$ cat src/rtl/ssfd_pkg.sv
// shared types, constants and the sync phase transition function of the deframer
package ssfd_pkg;

   localparam logic [7:0] SYNC_A       = 8'h7f;
   localparam logic [7:0] SYNC_B       = 8'h7e;
   localparam logic [7:0] REQ_SUPPRESS = 8'hff;
   localparam logic [8:0] COUNT_MAX    = 9'd511;
   localparam logic [8:0] HDR_BYTES    = 9'd5;
   localparam logic [8:0] FIRST_DATA   = 9'd6;

   localparam int QUEUE_DEPTH = 4;
   localparam int QUEUE_AW    = $clog2(QUEUE_DEPTH);
   localparam int QUEUE_CW    = $clog2(QUEUE_DEPTH + 1);

   typedef enum logic [3:0] {
      PH_HUNT  = 4'd0,
      PH_A1    = 4'd1,
      PH_B1    = 4'd2,
      PH_A2    = 4'd3,
      PH_DATA  = 4'd4,
      PH_D1    = 4'd5,
      PH_D2    = 4'd6,
      PH_D3    = 4'd7,
      PH_SYNC  = 4'd8
   } phase_type;

   typedef struct packed {
      logic [7:0] src_addr;
      logic [7:0] dst_addr;
      logic [7:0] request_code;
      logic [7:0] ack_code;
      logic [7:0] payload_length;
      logic [7:0] data_byte;
      logic [7:0] byte_index;
      logic       last;
      logic       aborted;
   } rsp_type;

   function automatic phase_type next_phase(input phase_type p, input logic [7:0] b);
      phase_type n;
      n = PH_HUNT;
      if (b == SYNC_A) begin
         unique case (p)
            PH_HUNT: n = PH_A1;
            PH_A1:   n = PH_B1;
            PH_B1:   n = PH_A2;
            PH_A2:   n = PH_SYNC;
            PH_DATA: n = PH_D1;
            PH_D1:   n = PH_D2;
            PH_D2:   n = PH_D3;
            PH_D3:   n = PH_SYNC;
            PH_SYNC: n = PH_DATA;
            default: n = PH_HUNT;
         endcase
      end else if (b == SYNC_B) begin
         unique case (p)
            PH_HUNT: n = PH_HUNT;
            PH_A1:   n = PH_B1;
            PH_B1:   n = PH_B1;
            PH_A2:   n = PH_SYNC;
            PH_DATA: n = PH_DATA;
            PH_D1:   n = PH_D2;
            PH_D2:   n = PH_DATA;
            PH_D3:   n = PH_SYNC;
            PH_SYNC: n = PH_DATA;
            default: n = PH_HUNT;
         endcase
      end else begin
         unique case (p)
            PH_HUNT: n = PH_HUNT;
            PH_A1:   n = PH_A1;
            PH_B1:   n = PH_B1;
            PH_A2:   n = PH_A2;
            PH_DATA: n = PH_DATA;
            PH_D1:   n = PH_DATA;
            PH_D2:   n = PH_DATA;
            PH_D3:   n = PH_DATA;
            PH_SYNC: n = PH_DATA;
            default: n = PH_HUNT;
         endcase
      end
      return n;
   endfunction

endpackage

$ cat src/rtl/ssfd_front.sv
// front end: sync hunt, header capture and request classification
module ssfd_front (
   input  logic             clock,
   input  logic             reset,
   input  logic             byte_valid,
   input  logic [7:0]       rx_byte,
   output logic             rsp_valid,
   output ssfd_pkg::rsp_type rsp
);

   ssfd_pkg::phase_type phase_ff, phase_in;
   logic [7:0] src_ff, src_in;
   logic [7:0] dst_ff, dst_in;
   logic [7:0] req_ff, req_in;
   logic [7:0] ack_ff, ack_in;
   logic [7:0] len_ff, len_in;
   logic [8:0] cnt_ff, cnt_in;
   logic       fin_ff, fin_in;
   logic       open_ff, open_in;

   logic       enter_sync;
   logic [8:0] last_cnt;

   // next phase
   always_comb begin
      phase_in = phase_ff;
      if (byte_valid) begin
         phase_in = ssfd_pkg::next_phase(phase_ff, rx_byte);
      end
   end

   assign enter_sync = (phase_in == ssfd_pkg::PH_SYNC) && (phase_ff != ssfd_pkg::PH_SYNC);

   // frame bookkeeping and result
   always_comb begin
      src_in    = src_ff;
      dst_in    = dst_ff;
      req_in    = req_ff;
      ack_in    = ack_ff;
      len_in    = len_ff;
      cnt_in    = cnt_ff;
      fin_in    = fin_ff;
      open_in   = open_ff;
      rsp_valid = 1'b0;
      last_cnt  = 9'd0;
      rsp.src_addr       = src_ff;
      rsp.dst_addr       = dst_ff;
      rsp.request_code   = req_ff;
      rsp.ack_code       = ack_ff;
      rsp.payload_length = len_ff;
      rsp.data_byte      = 8'd0;
      rsp.byte_index     = 8'd0;
      rsp.last           = 1'b0;
      rsp.aborted        = 1'b0;
      if (byte_valid && enter_sync) begin
         if (open_ff) begin
            rsp_valid   = 1'b1;
            rsp.last    = 1'b1;
            rsp.aborted = 1'b1;
         end
         len_in  = 8'd0;
         cnt_in  = 9'd0;
         fin_in  = 1'b0;
         open_in = 1'b0;
      end else if (byte_valid && (phase_in == ssfd_pkg::PH_DATA)) begin
         if (cnt_ff < ssfd_pkg::COUNT_MAX) begin
            cnt_in = cnt_ff + 9'd1;
         end
         last_cnt = {1'b0, len_ff} + ssfd_pkg::HDR_BYTES;
         case (cnt_in)
            9'd1: src_in = rx_byte;
            9'd2: dst_in = rx_byte;
            9'd3: req_in = rx_byte;
            9'd4: ack_in = rx_byte;
            9'd5: len_in = rx_byte;
            default: begin
               if (!fin_ff && (cnt_in <= last_cnt)) begin
                  if (req_ff == ssfd_pkg::REQ_SUPPRESS) begin
                     fin_in = 1'b1;
                  end else begin
                     rsp_valid      = 1'b1;
                     rsp.data_byte  = rx_byte;
                     rsp.byte_index = 8'(cnt_in - ssfd_pkg::FIRST_DATA);
                     rsp.last       = (cnt_in == last_cnt);
                     if (cnt_in == last_cnt) begin
                        fin_in  = 1'b1;
                        open_in = 1'b0;
                     end else begin
                        open_in = 1'b1;
                     end
                  end
               end else if (req_ff == ssfd_pkg::REQ_SUPPRESS) begin
                  fin_in = 1'b1;
               end
            end
         endcase
      end
   end

   always_ff @(posedge clock) begin
      if (reset) begin
         phase_ff <= ssfd_pkg::PH_HUNT;
         src_ff   <= 8'd0;
         dst_ff   <= 8'd0;
         req_ff   <= 8'd0;
         ack_ff   <= 8'd0;
         len_ff   <= 8'd0;
         cnt_ff   <= 9'd0;
         fin_ff   <= 1'b0;
         open_ff  <= 1'b0;
      end else begin
         phase_ff <= phase_in;
         src_ff   <= src_in;
         dst_ff   <= dst_in;
         req_ff   <= req_in;
         ack_ff   <= ack_in;
         len_ff   <= len_in;
         cnt_ff   <= cnt_in;
         fin_ff   <= fin_in;
         open_ff  <= open_in;
      end
   end

endmodule

$ cat src/rtl/ssfd_queue.sv
// back end: short result queue between the classifier and the response port
module ssfd_queue (
   input  logic             clock,
   input  logic             reset,
   input  logic             wr_en,
   input  ssfd_pkg::rsp_type wr_data,
   output logic             full,
   input  logic             rd_en,
   output logic             empty,
   output ssfd_pkg::rsp_type rd_data
);

   ssfd_pkg::rsp_type entry_ff [ssfd_pkg::QUEUE_DEPTH];
   logic [ssfd_pkg::QUEUE_AW-1:0] wr_ptr_ff, wr_ptr_in;
   logic [ssfd_pkg::QUEUE_AW-1:0] rd_ptr_ff, rd_ptr_in;
   logic [ssfd_pkg::QUEUE_CW-1:0] count_ff, count_in;
   logic do_wr;
   logic do_rd;

   assign full    = (count_ff == ssfd_pkg::QUEUE_CW'(ssfd_pkg::QUEUE_DEPTH));
   assign empty   = (count_ff == '0);
   assign do_wr   = wr_en && !full;
   assign do_rd   = rd_en && !empty;
   assign rd_data = entry_ff[rd_ptr_ff];

   always_comb begin
      wr_ptr_in = wr_ptr_ff;
      rd_ptr_in = rd_ptr_ff;
      count_in  = count_ff;
      if (do_wr) begin
         wr_ptr_in = (wr_ptr_ff == ssfd_pkg::QUEUE_AW'(ssfd_pkg::QUEUE_DEPTH - 1)) ?
                     '0 : wr_ptr_ff + ssfd_pkg::QUEUE_AW'(1);
      end
      if (do_rd) begin
         rd_ptr_in = (rd_ptr_ff == ssfd_pkg::QUEUE_AW'(ssfd_pkg::QUEUE_DEPTH - 1)) ?
                     '0 : rd_ptr_ff + ssfd_pkg::QUEUE_AW'(1);
      end
      if (do_wr && !do_rd) begin
         count_in = count_ff + ssfd_pkg::QUEUE_CW'(1);
      end else if (do_rd && !do_wr) begin
         count_in = count_ff - ssfd_pkg::QUEUE_CW'(1);
      end
   end

   always_ff @(posedge clock) begin
      if (reset) begin
         wr_ptr_ff <= '0;
         rd_ptr_ff <= '0;
         count_ff  <= '0;
      end else begin
         wr_ptr_ff <= wr_ptr_in;
         rd_ptr_ff <= rd_ptr_in;
         count_ff  <= count_in;
      end
   end

   always_ff @(posedge clock) begin
      if (do_wr) begin
         entry_ff[wr_ptr_ff] <= wr_data;
      end
   end

endmodule

$ cat src/rtl/serial_sync_frame_deframer_unit.sv
// top level of the serial sync frame deframer
//
// Request side: one received serial byte per request on req_rx_byte, taken at a
// clock edge with push high and full low. Bytes are scanned for the sync
// sequence 7f, 7e|7f, 7f, 7e|7f; the next five bytes form the header and up to
// payload_length payload bytes follow, tagged with it; request code ff drops them.
// Response side: the oldest result sits on the rsp_ ports while empty is low and
// is taken at an edge with pop high. A request gives zero or one result; aborted
// marks a frame cut by a new sync.
// A result is queued at the edge that takes its request, behind older results.
// Throughput: one request per cycle while full is low, as the front end updates
// its phase and header state for each request; the four-entry result queue lets
// requests continue while the receiver pauses.
// When the receiver stalls the queue fills and full rises, holding off requests
// until pop frees an entry.
// Reset: synchronous; returns to hunting, clears the header and empties the queue.
module serial_sync_frame_deframer_unit (
   input  logic       clock,
   input  logic       reset,
   input  logic       push,
   output logic       full,
   input  logic [7:0] req_rx_byte,
   output logic       empty,
   input  logic       pop,
   output logic [7:0] rsp_src_addr,
   output logic [7:0] rsp_dst_addr,
   output logic [7:0] rsp_request_code,
   output logic [7:0] rsp_ack_code,
   output logic [7:0] rsp_payload_length,
   output logic [7:0] rsp_data_byte,
   output logic [7:0] rsp_byte_index,
   output logic       rsp_last,
   output logic       rsp_aborted
);

   logic             byte_valid;
   logic             front_valid;
   ssfd_pkg::rsp_type front_rsp;
   ssfd_pkg::rsp_type head_rsp;

   assign byte_valid = push && !full;

   ssfd_front u_front (
      .clock      (clock),
      .reset      (reset),
      .byte_valid (byte_valid),
      .rx_byte    (req_rx_byte),
      .rsp_valid  (front_valid),
      .rsp        (front_rsp)
   );

   ssfd_queue u_queue (
      .clock   (clock),
      .reset   (reset),
      .wr_en   (front_valid),
      .wr_data (front_rsp),
      .full    (full),
      .rd_en   (pop),
      .empty   (empty),
      .rd_data (head_rsp)
   );

   assign rsp_src_addr       = head_rsp.src_addr;
   assign rsp_dst_addr       = head_rsp.dst_addr;
   assign rsp_request_code   = head_rsp.request_code;
   assign rsp_ack_code       = head_rsp.ack_code;
   assign rsp_payload_length = head_rsp.payload_length;
   assign rsp_data_byte      = head_rsp.data_byte;
   assign rsp_byte_index     = head_rsp.byte_index;
   assign rsp_last           = head_rsp.last;
   assign rsp_aborted        = head_rsp.aborted;

endmodule
$ cat config.mk
export PLATFORM = sky130hd
export DESIGN_NAME = serial_sync_frame_deframer_unit
export DESIGN_NICKNAME = d
export VERILOG_FILES = /design/src/rtl/ssfd_pkg.sv /design/src/rtl/ssfd_front.sv /design/src/rtl/ssfd_queue.sv /design/src/rtl/serial_sync_frame_deframer_unit.sv
export SDC_FILE = /design/constraint.sdc
export NUM_CORES = 1
export LEC_CHECK = 0
export BUFFER_PORTS_ARGS = -buffer_cell sky130_fd_sc_hd__buf_2
export CAP_MARGIN = 30
export CORE_MARGIN = 10
export CORE_UTILIZATION = 60
export DETAILED_ROUTE_END_ITERATION = 16
export PLACE_DENSITY = 0.88
export SYNTH_ARGS = -nofsm -noshare
export SYNTH_HDL_FRONTEND = slang
export SYNTH_SLANG_ARGS = --single-unit
export TNS_END_PERCENT = 5
$ cat constraint.sdc
create_clock -name clock -period 6 [get_ports clock]
set_clock_uncertainty 0.1 [all_clocks]
set_input_delay 0.6 -clock clock [delete_from_list [all_inputs] [get_ports clock]]
set_output_delay 0.6 -clock clock [all_outputs]
set_load 0.02 [all_outputs]
==> results_dict.tcl, run 1 <==
set metrics [dict create \
    overflow 0 \
    worstSetupStartpointType "flip-flop" \
    port_buffers 71 \
    fin_tns_setup_ps 0 \
    ir_worst_vdd_v 0.000225 \
    synthToLayoutAreaGrowth_pct 12.9 \
    core_um2 20200 \
    antenna_found_initial 1 \
    fp.dieH_um 163 \
    p_per_area_nw_per_um2 358 \
    ys_ff_latch 304 \
    synth.avg_cell_area_um2 16.9 \
    synth_area_um2 12200 \
    slew_headroom 0.300 \
    r2r_setup_slack_ps 930 \
    drc_errors 0 \
    synth_flop_cell "edfxtp_1" \
    worstReg2RegStart "u_front.cnt_ff[2]$_SDFFE_PP0P_" \
    final_layout_size_suffix_gt1_frac 0.255 \
    vias 6678 \
    cap_violations 0 \
    clockBufferDepth 3 \
    hold_viol_final 0 \
    slew_viol_final 0 \
    layout.nets 841 \
    stdcell_area_um2 13800 \
    min_to "u_front.dst_ff[6]$_SDFFE_PP0P_" \
    worstSetupPathType "flip-flop to flip-flop" \
    grt_pass1_wl_mm 40.4 \
    hold_path_depth 3 \
    clk_latency_ps 540 \
    r2r-end "u_queue.count_ff[2]$_SDFFE_PP0P_" \
    cts.clk_slew.worst_paths_ps 60 \
    die-area_um2 26500 \
    period_needed_ps 5070 \
    htree_levels 1 \
    setup_viol 0 \
    p_leak_nw 5.08 \
    cts.sink_count 304 \
    dp_hpwl_mm 16.1 \
    dpl.cell_count 1047 \
    crit_arrival_ps 5430 \
    finalWeightedCongestion 0.839 \
    max_freq_mhz 197 \
    initial_utilization 0.607 \
    worst_r2r_path_depth 17 \
    drt_iter0_drc 579 \
    root_buffer "clkbuf_16" \
    wl_per_cell_um 23.8 \
    timing.final.crit_share 0.845 \
    yosys_warnings 0 \
    crit_required_ps 6360 \
    seqCellArea_um2 8410 \
    synth_edf_count 232 \
    drt.antenna.violating_nets 0 \
    grt_max_degree 59 \
    ios 72 \
    fin_util 0.685 \
    synth_cells 725 \
    setup.worst_path.end_class "flip-flop" \
    worstPathMaxFanout 15 \
    final_common_cell "edfxtp_1" \
    final_cell_mix "232 x edfxtp_1, 82 x nor2_1, 71 x buf_2" \
    drt_pass1_iterations 5 \
    row_count 52 \
    ys_seq_area_frac 0.687 \
    vias_per_cell 6.07 \
    wirelength_mm 26.2 \
    syn_nets 759 \
    grt_pass1_vias 6773 \
    async_flop_share 0 \
    hp-start "req_rx_byte[6]" \
    totalPowerFinal_mw 4.94 \
    cts_made_buffers 28 \
    multi_input_area_um2 3620 \
    synth_cell_type_count 66 \
    cts_tree "yes" \
    worst_pin_slew_ps 1040 \
    post_layout_nonfiller_instances 1100 \
    post-cts-setup-buffer-count 0 \
    min_path_type "input pin to flip-flop" \
    cts_resized 0 \
    status "finished clean" \
    grtUsageTotal 0.197 \
    fp.dieW_um 163 \
    rsz0062_at_grt "false" \
    cts-hold-fix-buffers 0 \
    nFillCells 1236 \
    post_dp_cell_area_um2 12900 \
]
cells in the mapped netlist (2+ instances only):
| cell type | number | area share |
|---|---|---|
| mux2i_1 | 49 | 0.040 |
| nor3b_1 | 3 | 0.0018 |
| nor2_1 | 82 | 0.025 |
| mux4_2 | 58 | 0.11 |
| nand3_1 | 8 | 0.0033 |
| a211o_1 | 2 | 0.0014 |
| inv_1 | 18 | 0.0055 |
| and3_1 | 4 | 0.0020 |
| dfxtp_1 | 72 | 0.12 |
| nand3b_1 | 3 | 0.0018 |
| xnor2_1 | 8 | 0.0057 |
| o21a_1 | 3 | 0.0018 |
| nand2_1 | 13 | 0.0040 |
| nor2b_1 | 8 | 0.0041 |
| and2_1 | 13 | 0.0066 |
| o21ai_0 | 8 | 0.0033 |
| buf_6 | 3 | 0.0028 |
| nor3_1 | 9 | 0.0037 |
| buf_2 | 6 | 0.0025 |
| nand4_1 | 4 | 0.0020 |
| clkbuf_1 | 13 | 0.0040 |
| xor2_1 | 9 | 0.0064 |
| or3_1 | 2 | 0.0010 |
| edfxtp_1 | 232 | 0.57 |
| or2_2 | 3 | 0.0015 |
| nand2b_1 | 3 | 0.0015 |
| and4_1 | 3 | 0.0021 |
| a211oi_1 | 2 | 0.0012 |
| nand4_4 | 5 | 0.0087 |
| buf_4 | 2 | 0.0012 |
| a21oi_1 | 15 | 0.0061 |
| ha_1 | 21 | 0.021 |
| a31oi_1 | 4 | 0.0020 |
| buf_1 | 4 | 0.0012 |
| o21bai_1 | 2 | 0.0012 |
per-layer routing:
metal	track usage	vias to the layer above	wire [µm]
met2	0.335	318	13400
met5	0	-	0
met4	0.0660	0	729
met3	0.0394	51	2140
met1	0.247	3343	9910
li1	-	2966	-
final cells by class:
class / instances / share of cell area
well taps: 270 / 0.0245
inverters: 18 / 0.00489
clock inverters: 14 / 0.00996
flip-flops and latches: 304 / 0.609
repair buffers: 80 / 0.0333
clock buffers: 38 / 0.0556
multi-input cells: 375 / 0.262
diodes: 1 / 0.000181
critical path: stages (launching register included):
cell	delay, ps
dfxtp_1	590
and4_1	400
and3_1	270
nor2_1	100
xnor2_1	280
ha_1	310
a21o_1	180
a21oi_1	150
nor2_1	60
o41ai_1	460
and4b_4	450
or2_4	190
ha_1	210
inv_1	90
fa_1	450
xor2_1	200
or3_1	330
a21oi_1	160
worst max path at each step:
stage / start / endpoint / slack, ps
final: u_front.cnt_ff[2]$_SDFFE_PP0P_ / u_queue.count_ff[2]$_SDFFE_PP0P_ / 930
after global routing: u_front.cnt_ff[2]$_SDFFE_PP0P_ / u_queue.count_ff[2]$_SDFFE_PP0P_ / 700
after CTS: u_front.cnt_ff[2]$_SDFFE_PP0P_ / u_queue.count_ff[2]$_SDFFE_PP0P_ / 1020
after detailed placement: u_front.cnt_ff[2]$_SDFFE_PP0P_ / u_queue.count_ff[2]$_SDFFE_PP0P_ / 1170
after global placement: u_front.cnt_ff[2]$_SDFFE_PP0P_ / u_queue.count_ff[2]$_SDFFE_PP0P_ / 1370
after floorplan: u_front.cnt_ff[5]$_SDFFE_PP0P_ / u_queue.entry_ff[0][0]$_DFFE_PP_ / 1350
state kept, by name, indices dropped and copies added (netlist names), named ones only:
name / cells
u_front.req_ff: 8
u_front.src_ff: 8
u_queue.entry_ff: 232
u_front.len_ff: 8
u_front.phase_ff: 4
u_queue.wr_ptr_ff: 2
u_front.dst_ff: 8
u_front.ack_ff: 8
u_queue.count_ff: 3
u_front.cnt_ff: 9
u_queue.rd_ptr_ff: 2
u_front.fin_ff: 1
u_front.open_ff: 1
through the flow:
| stage | setup WS, ps | hold slack [ps] |
|---|---|---|
| after detailed placement | 1170 | 392 |
| after global routing | 701 | 378 |
| after CTS | 1020 | 369 |
| after floorplan | 1350 | 350 |
| after global placement | 1370 | 377 |
| final | 930 | 384 |
power by group:
group	switching (mW)	internal (mW)	total (mW)
combinational	0.472	0.394	0.866
clock	0.745	0.988	1.73
sequential	0.0811	2.26	2.34
total	1.30	3.64	4.94
logic make-up after synthesis:
family                   Yosys count  synth area share
AO/OA/AOI/OAI                     52            0.0313
buffers and inverters             46            0.0172
XOR/XNOR                          18            0.0135
adder cells (fa/ha/maj)           22            0.0231
multiplexers                     108             0.148
flip-flops                       304             0.687
AND/OR/NAND/NOR                  175            0.0798
Note: power is estimated with default switching activity, not from simulation.
==> run 2: changes to the inputs <==
- clock period: 6 -> 5 ns (I/O delays scaled with it)
==> run 2 against run 1 <==
Effect of this change: hold slack worse by 99 ps; wire length up 4.3%; global-route usage up 0.54 points; via count up 1.5%; register-to-register slack got worse by 500 ps; setup slack worse by 500 ps; clock power increased by 12%; first-iteration DRC count grew 13%; sequential share of layout area about the same; sequential power increased by 20%; combinational power rose by 24%; largest cell class unchanged.
==> results_dict.tcl, run 2 (synthesis gave the netlist of run 1 again) <==
set metrics [dict create \
    drc_errors 0 \
    grt_max_degree 59 \
    crit_arrival_ps 4920 \
    num_antenna_cells 0 \
    p_switching_mw 1.55 \
    setup_viol 0 \
    ir_worst_vdd_v 0.000208 \
    cap_violations 0 \
    largestRegisters "u_queue.entry_ff (232), u_front.cnt_ff (9)" \
    antenna_found_initial 0 \
    rsz0062_at_grt "false" \
    crit_required_ps 5350 \
    core_um2 20200 \
    hold_viol_final 0 \
    dpl.cell_count 1053 \
    timing.final.crit_share 0.914 \
    worstPathMaxFanout 10 \
    fp.dieH_um 163 \
    p_per_area_nw_per_um2 421 \
    vias 6776 \
    cts.sink_count 304 \
    port_buffers 71 \
    wirelength_mm 27.3 \
    fin_tns_setup_ps 0 \
    drt_pass1_iterations 5 \
    die-area_um2 26500 \
    layout.nets 846 \
    vias_per_cell 6.14 \
    grt_pass1_vias 6952 \
    fin_util 0.684 \
    dp_hpwl_mm 15.8 \
    final_common_cell "edfxtp_1" \
    cts_made_buffers 27 \
    cts_tree "yes" \
    regMostFlops "u_queue.entry_ff" \
    period_needed_ps 4570 \
    htree_levels 1 \
    pwr-share-seq 0.482 \
    cp_slowest_cell "dfxtp_1" \
    synthToLayoutAreaGrowth_pct 12.9 \
    drt_iter0_drc 657 \
    cts.clk_slew.worst_paths_ps 60 \
    row_count 52 \
    finalWeightedCongestion 0.847 \
    wl_per_cell_um 24.7 \
    drt.antenna.violating_nets 0 \
    slew_headroom 0.296 \
    post_layout_nonfiller_instances 1103 \
    p_leak_nw 5.08 \
    final_layout_size_suffix_gt1_frac 0.259 \
    cts-hold-fix-buffers 0 \
    crit_chain "and4_1 > and3_1 > nor2_1 > xnor2_1 > ha_1 > a21o_1 > a21oi_1 > nor2_1 > o41ai_1 > and4b_4 > or2_4 > ha_1 > inv_1 > fa_1 > xor2_1 > or3_1 > a21oi_1" \
    totalPowerFinal_mw 5.81 \
    final_cell_mix "232 x edfxtp_1, 82 x nor2_1, 71 x buf_2" \
    slowest_delay_ps 510 \
    comb_power_share 0.185 \
    overflow 0 \
    fp.dieW_um 163 \
    worst_slack_ps 429 \
    setup.worst_path.end_class "flip-flop" \
    ios 72 \
    status "finished clean" \
    internal_power_mw 4.26 \
    root_buffer "clkbuf_16" \
    clockBufferDepth 3 \
    max_freq_mhz 219 \
    worstSetupPathType "flip-flop to flip-flop" \
    largest_reg_flops 232 \
    slew_viol_final 0 \
    min_path_type "input pin to flip-flop" \
    power_frac_clock 0.333 \
    p_sw_frac 0.267 \
    clk_latency_ps 530 \
    worst_pin_slew_ps 1060 \
    initial_utilization 0.607 \
    cts_resized 0 \
    pre_cts_ws_ps 498 \
    post-cts-setup-buffer-count 0 \
    worstSetupStartpointType "flip-flop" \
    grt_pass1_wl_mm 41.2 \
    grtUsageTotal 0.202 \
]
==> run 2: changes by cell type in the layout (fill, tap and decap cells not counted), moves of 2 or more <==
cell | before | now
buf_4 | 6 | 10
clkinv_1 | 5 | 2
bufinv_16 | 2 | 0
clkbuf_1 | 7 | 9
==> run 2: power groups by stage <==
| stage | combinational [mW] | sequential (mW) | clock, mW |
|---|---|---|---|
| 6_report | 1.07 | 2.80 | 1.93 |
| 5_1_grt | 1.14 | 2.81 | 2.04 |
| 4_1_cts | 1.10 | 2.81 | 1.95 |
| 3_5_place_dp | 1.07 | 2.86 | 0 |
| 3_3_place_gp | 1.05 | 2.86 | 0 |
| 2_1_floorplan | 0.810 | 2.78 | 0 |
==> run 2: final timing paths <==
| kind | from | end | slack [ps] | cells past startpoint |
|---|---|---|---|---|
| setup / recovery | u_front.cnt_ff[5]$_SDFFE_PP0P_ | u_queue.count_ff[2]$_SDFFE_PP0P_ | 430 | 17 |
| hold reg to reg | u_front.ack_ff[5]$_SDFFE_PP0P_ | u_queue.entry_ff[3][31]$_DFFE_PP_ | 400 | 0 |
| hold / removal | req_rx_byte[7] | u_front.len_ff[7]$_SDFFE_PP0P_ | 280 | 3 |
| setup reg to reg | u_front.cnt_ff[5]$_SDFFE_PP0P_ | u_queue.count_ff[2]$_SDFFE_PP0P_ | 430 | 17 |
==> run 2: critical path: cells and delay by family, from the launching register on <==
kind | cells | cell delay (ps)
adder cells (fa/ha/maj) | 3 | 920
buffers and inverters | 1 | 70
flip-flops | 1 | 510
AO/OA/AOI/OAI | 4 | 860
XOR/XNOR | 2 | 460
AND/OR/NAND/NOR | 7 | 1590
==> run 2: routing by layer <==
layer | track usage | routed length (µm)
met1 | 0.241 | 10100
met2 | 0.358 | 14500
met3 | 0.0324 | 1780
met4 | 0.0816 | 911
met5 | 0 | 0
==> run 2: area by class of cell <==
class,count,area [µm²]
sequential,304,8410
fill,1246,6360
multi-input combinational,375,3620
clock buffer,40,764
timing repair buffer,86,538
tap,270,338
inverter,18,67.6
clock inverter,10,60.1
==> run 2: metrics by stage <==
step,hold WS [ps],area (µm²)
finish,285,13800
CTS,262,13800
floorplan,350,12200
global route,291,13800
detailed placement,386,13000
global placement,374,13000
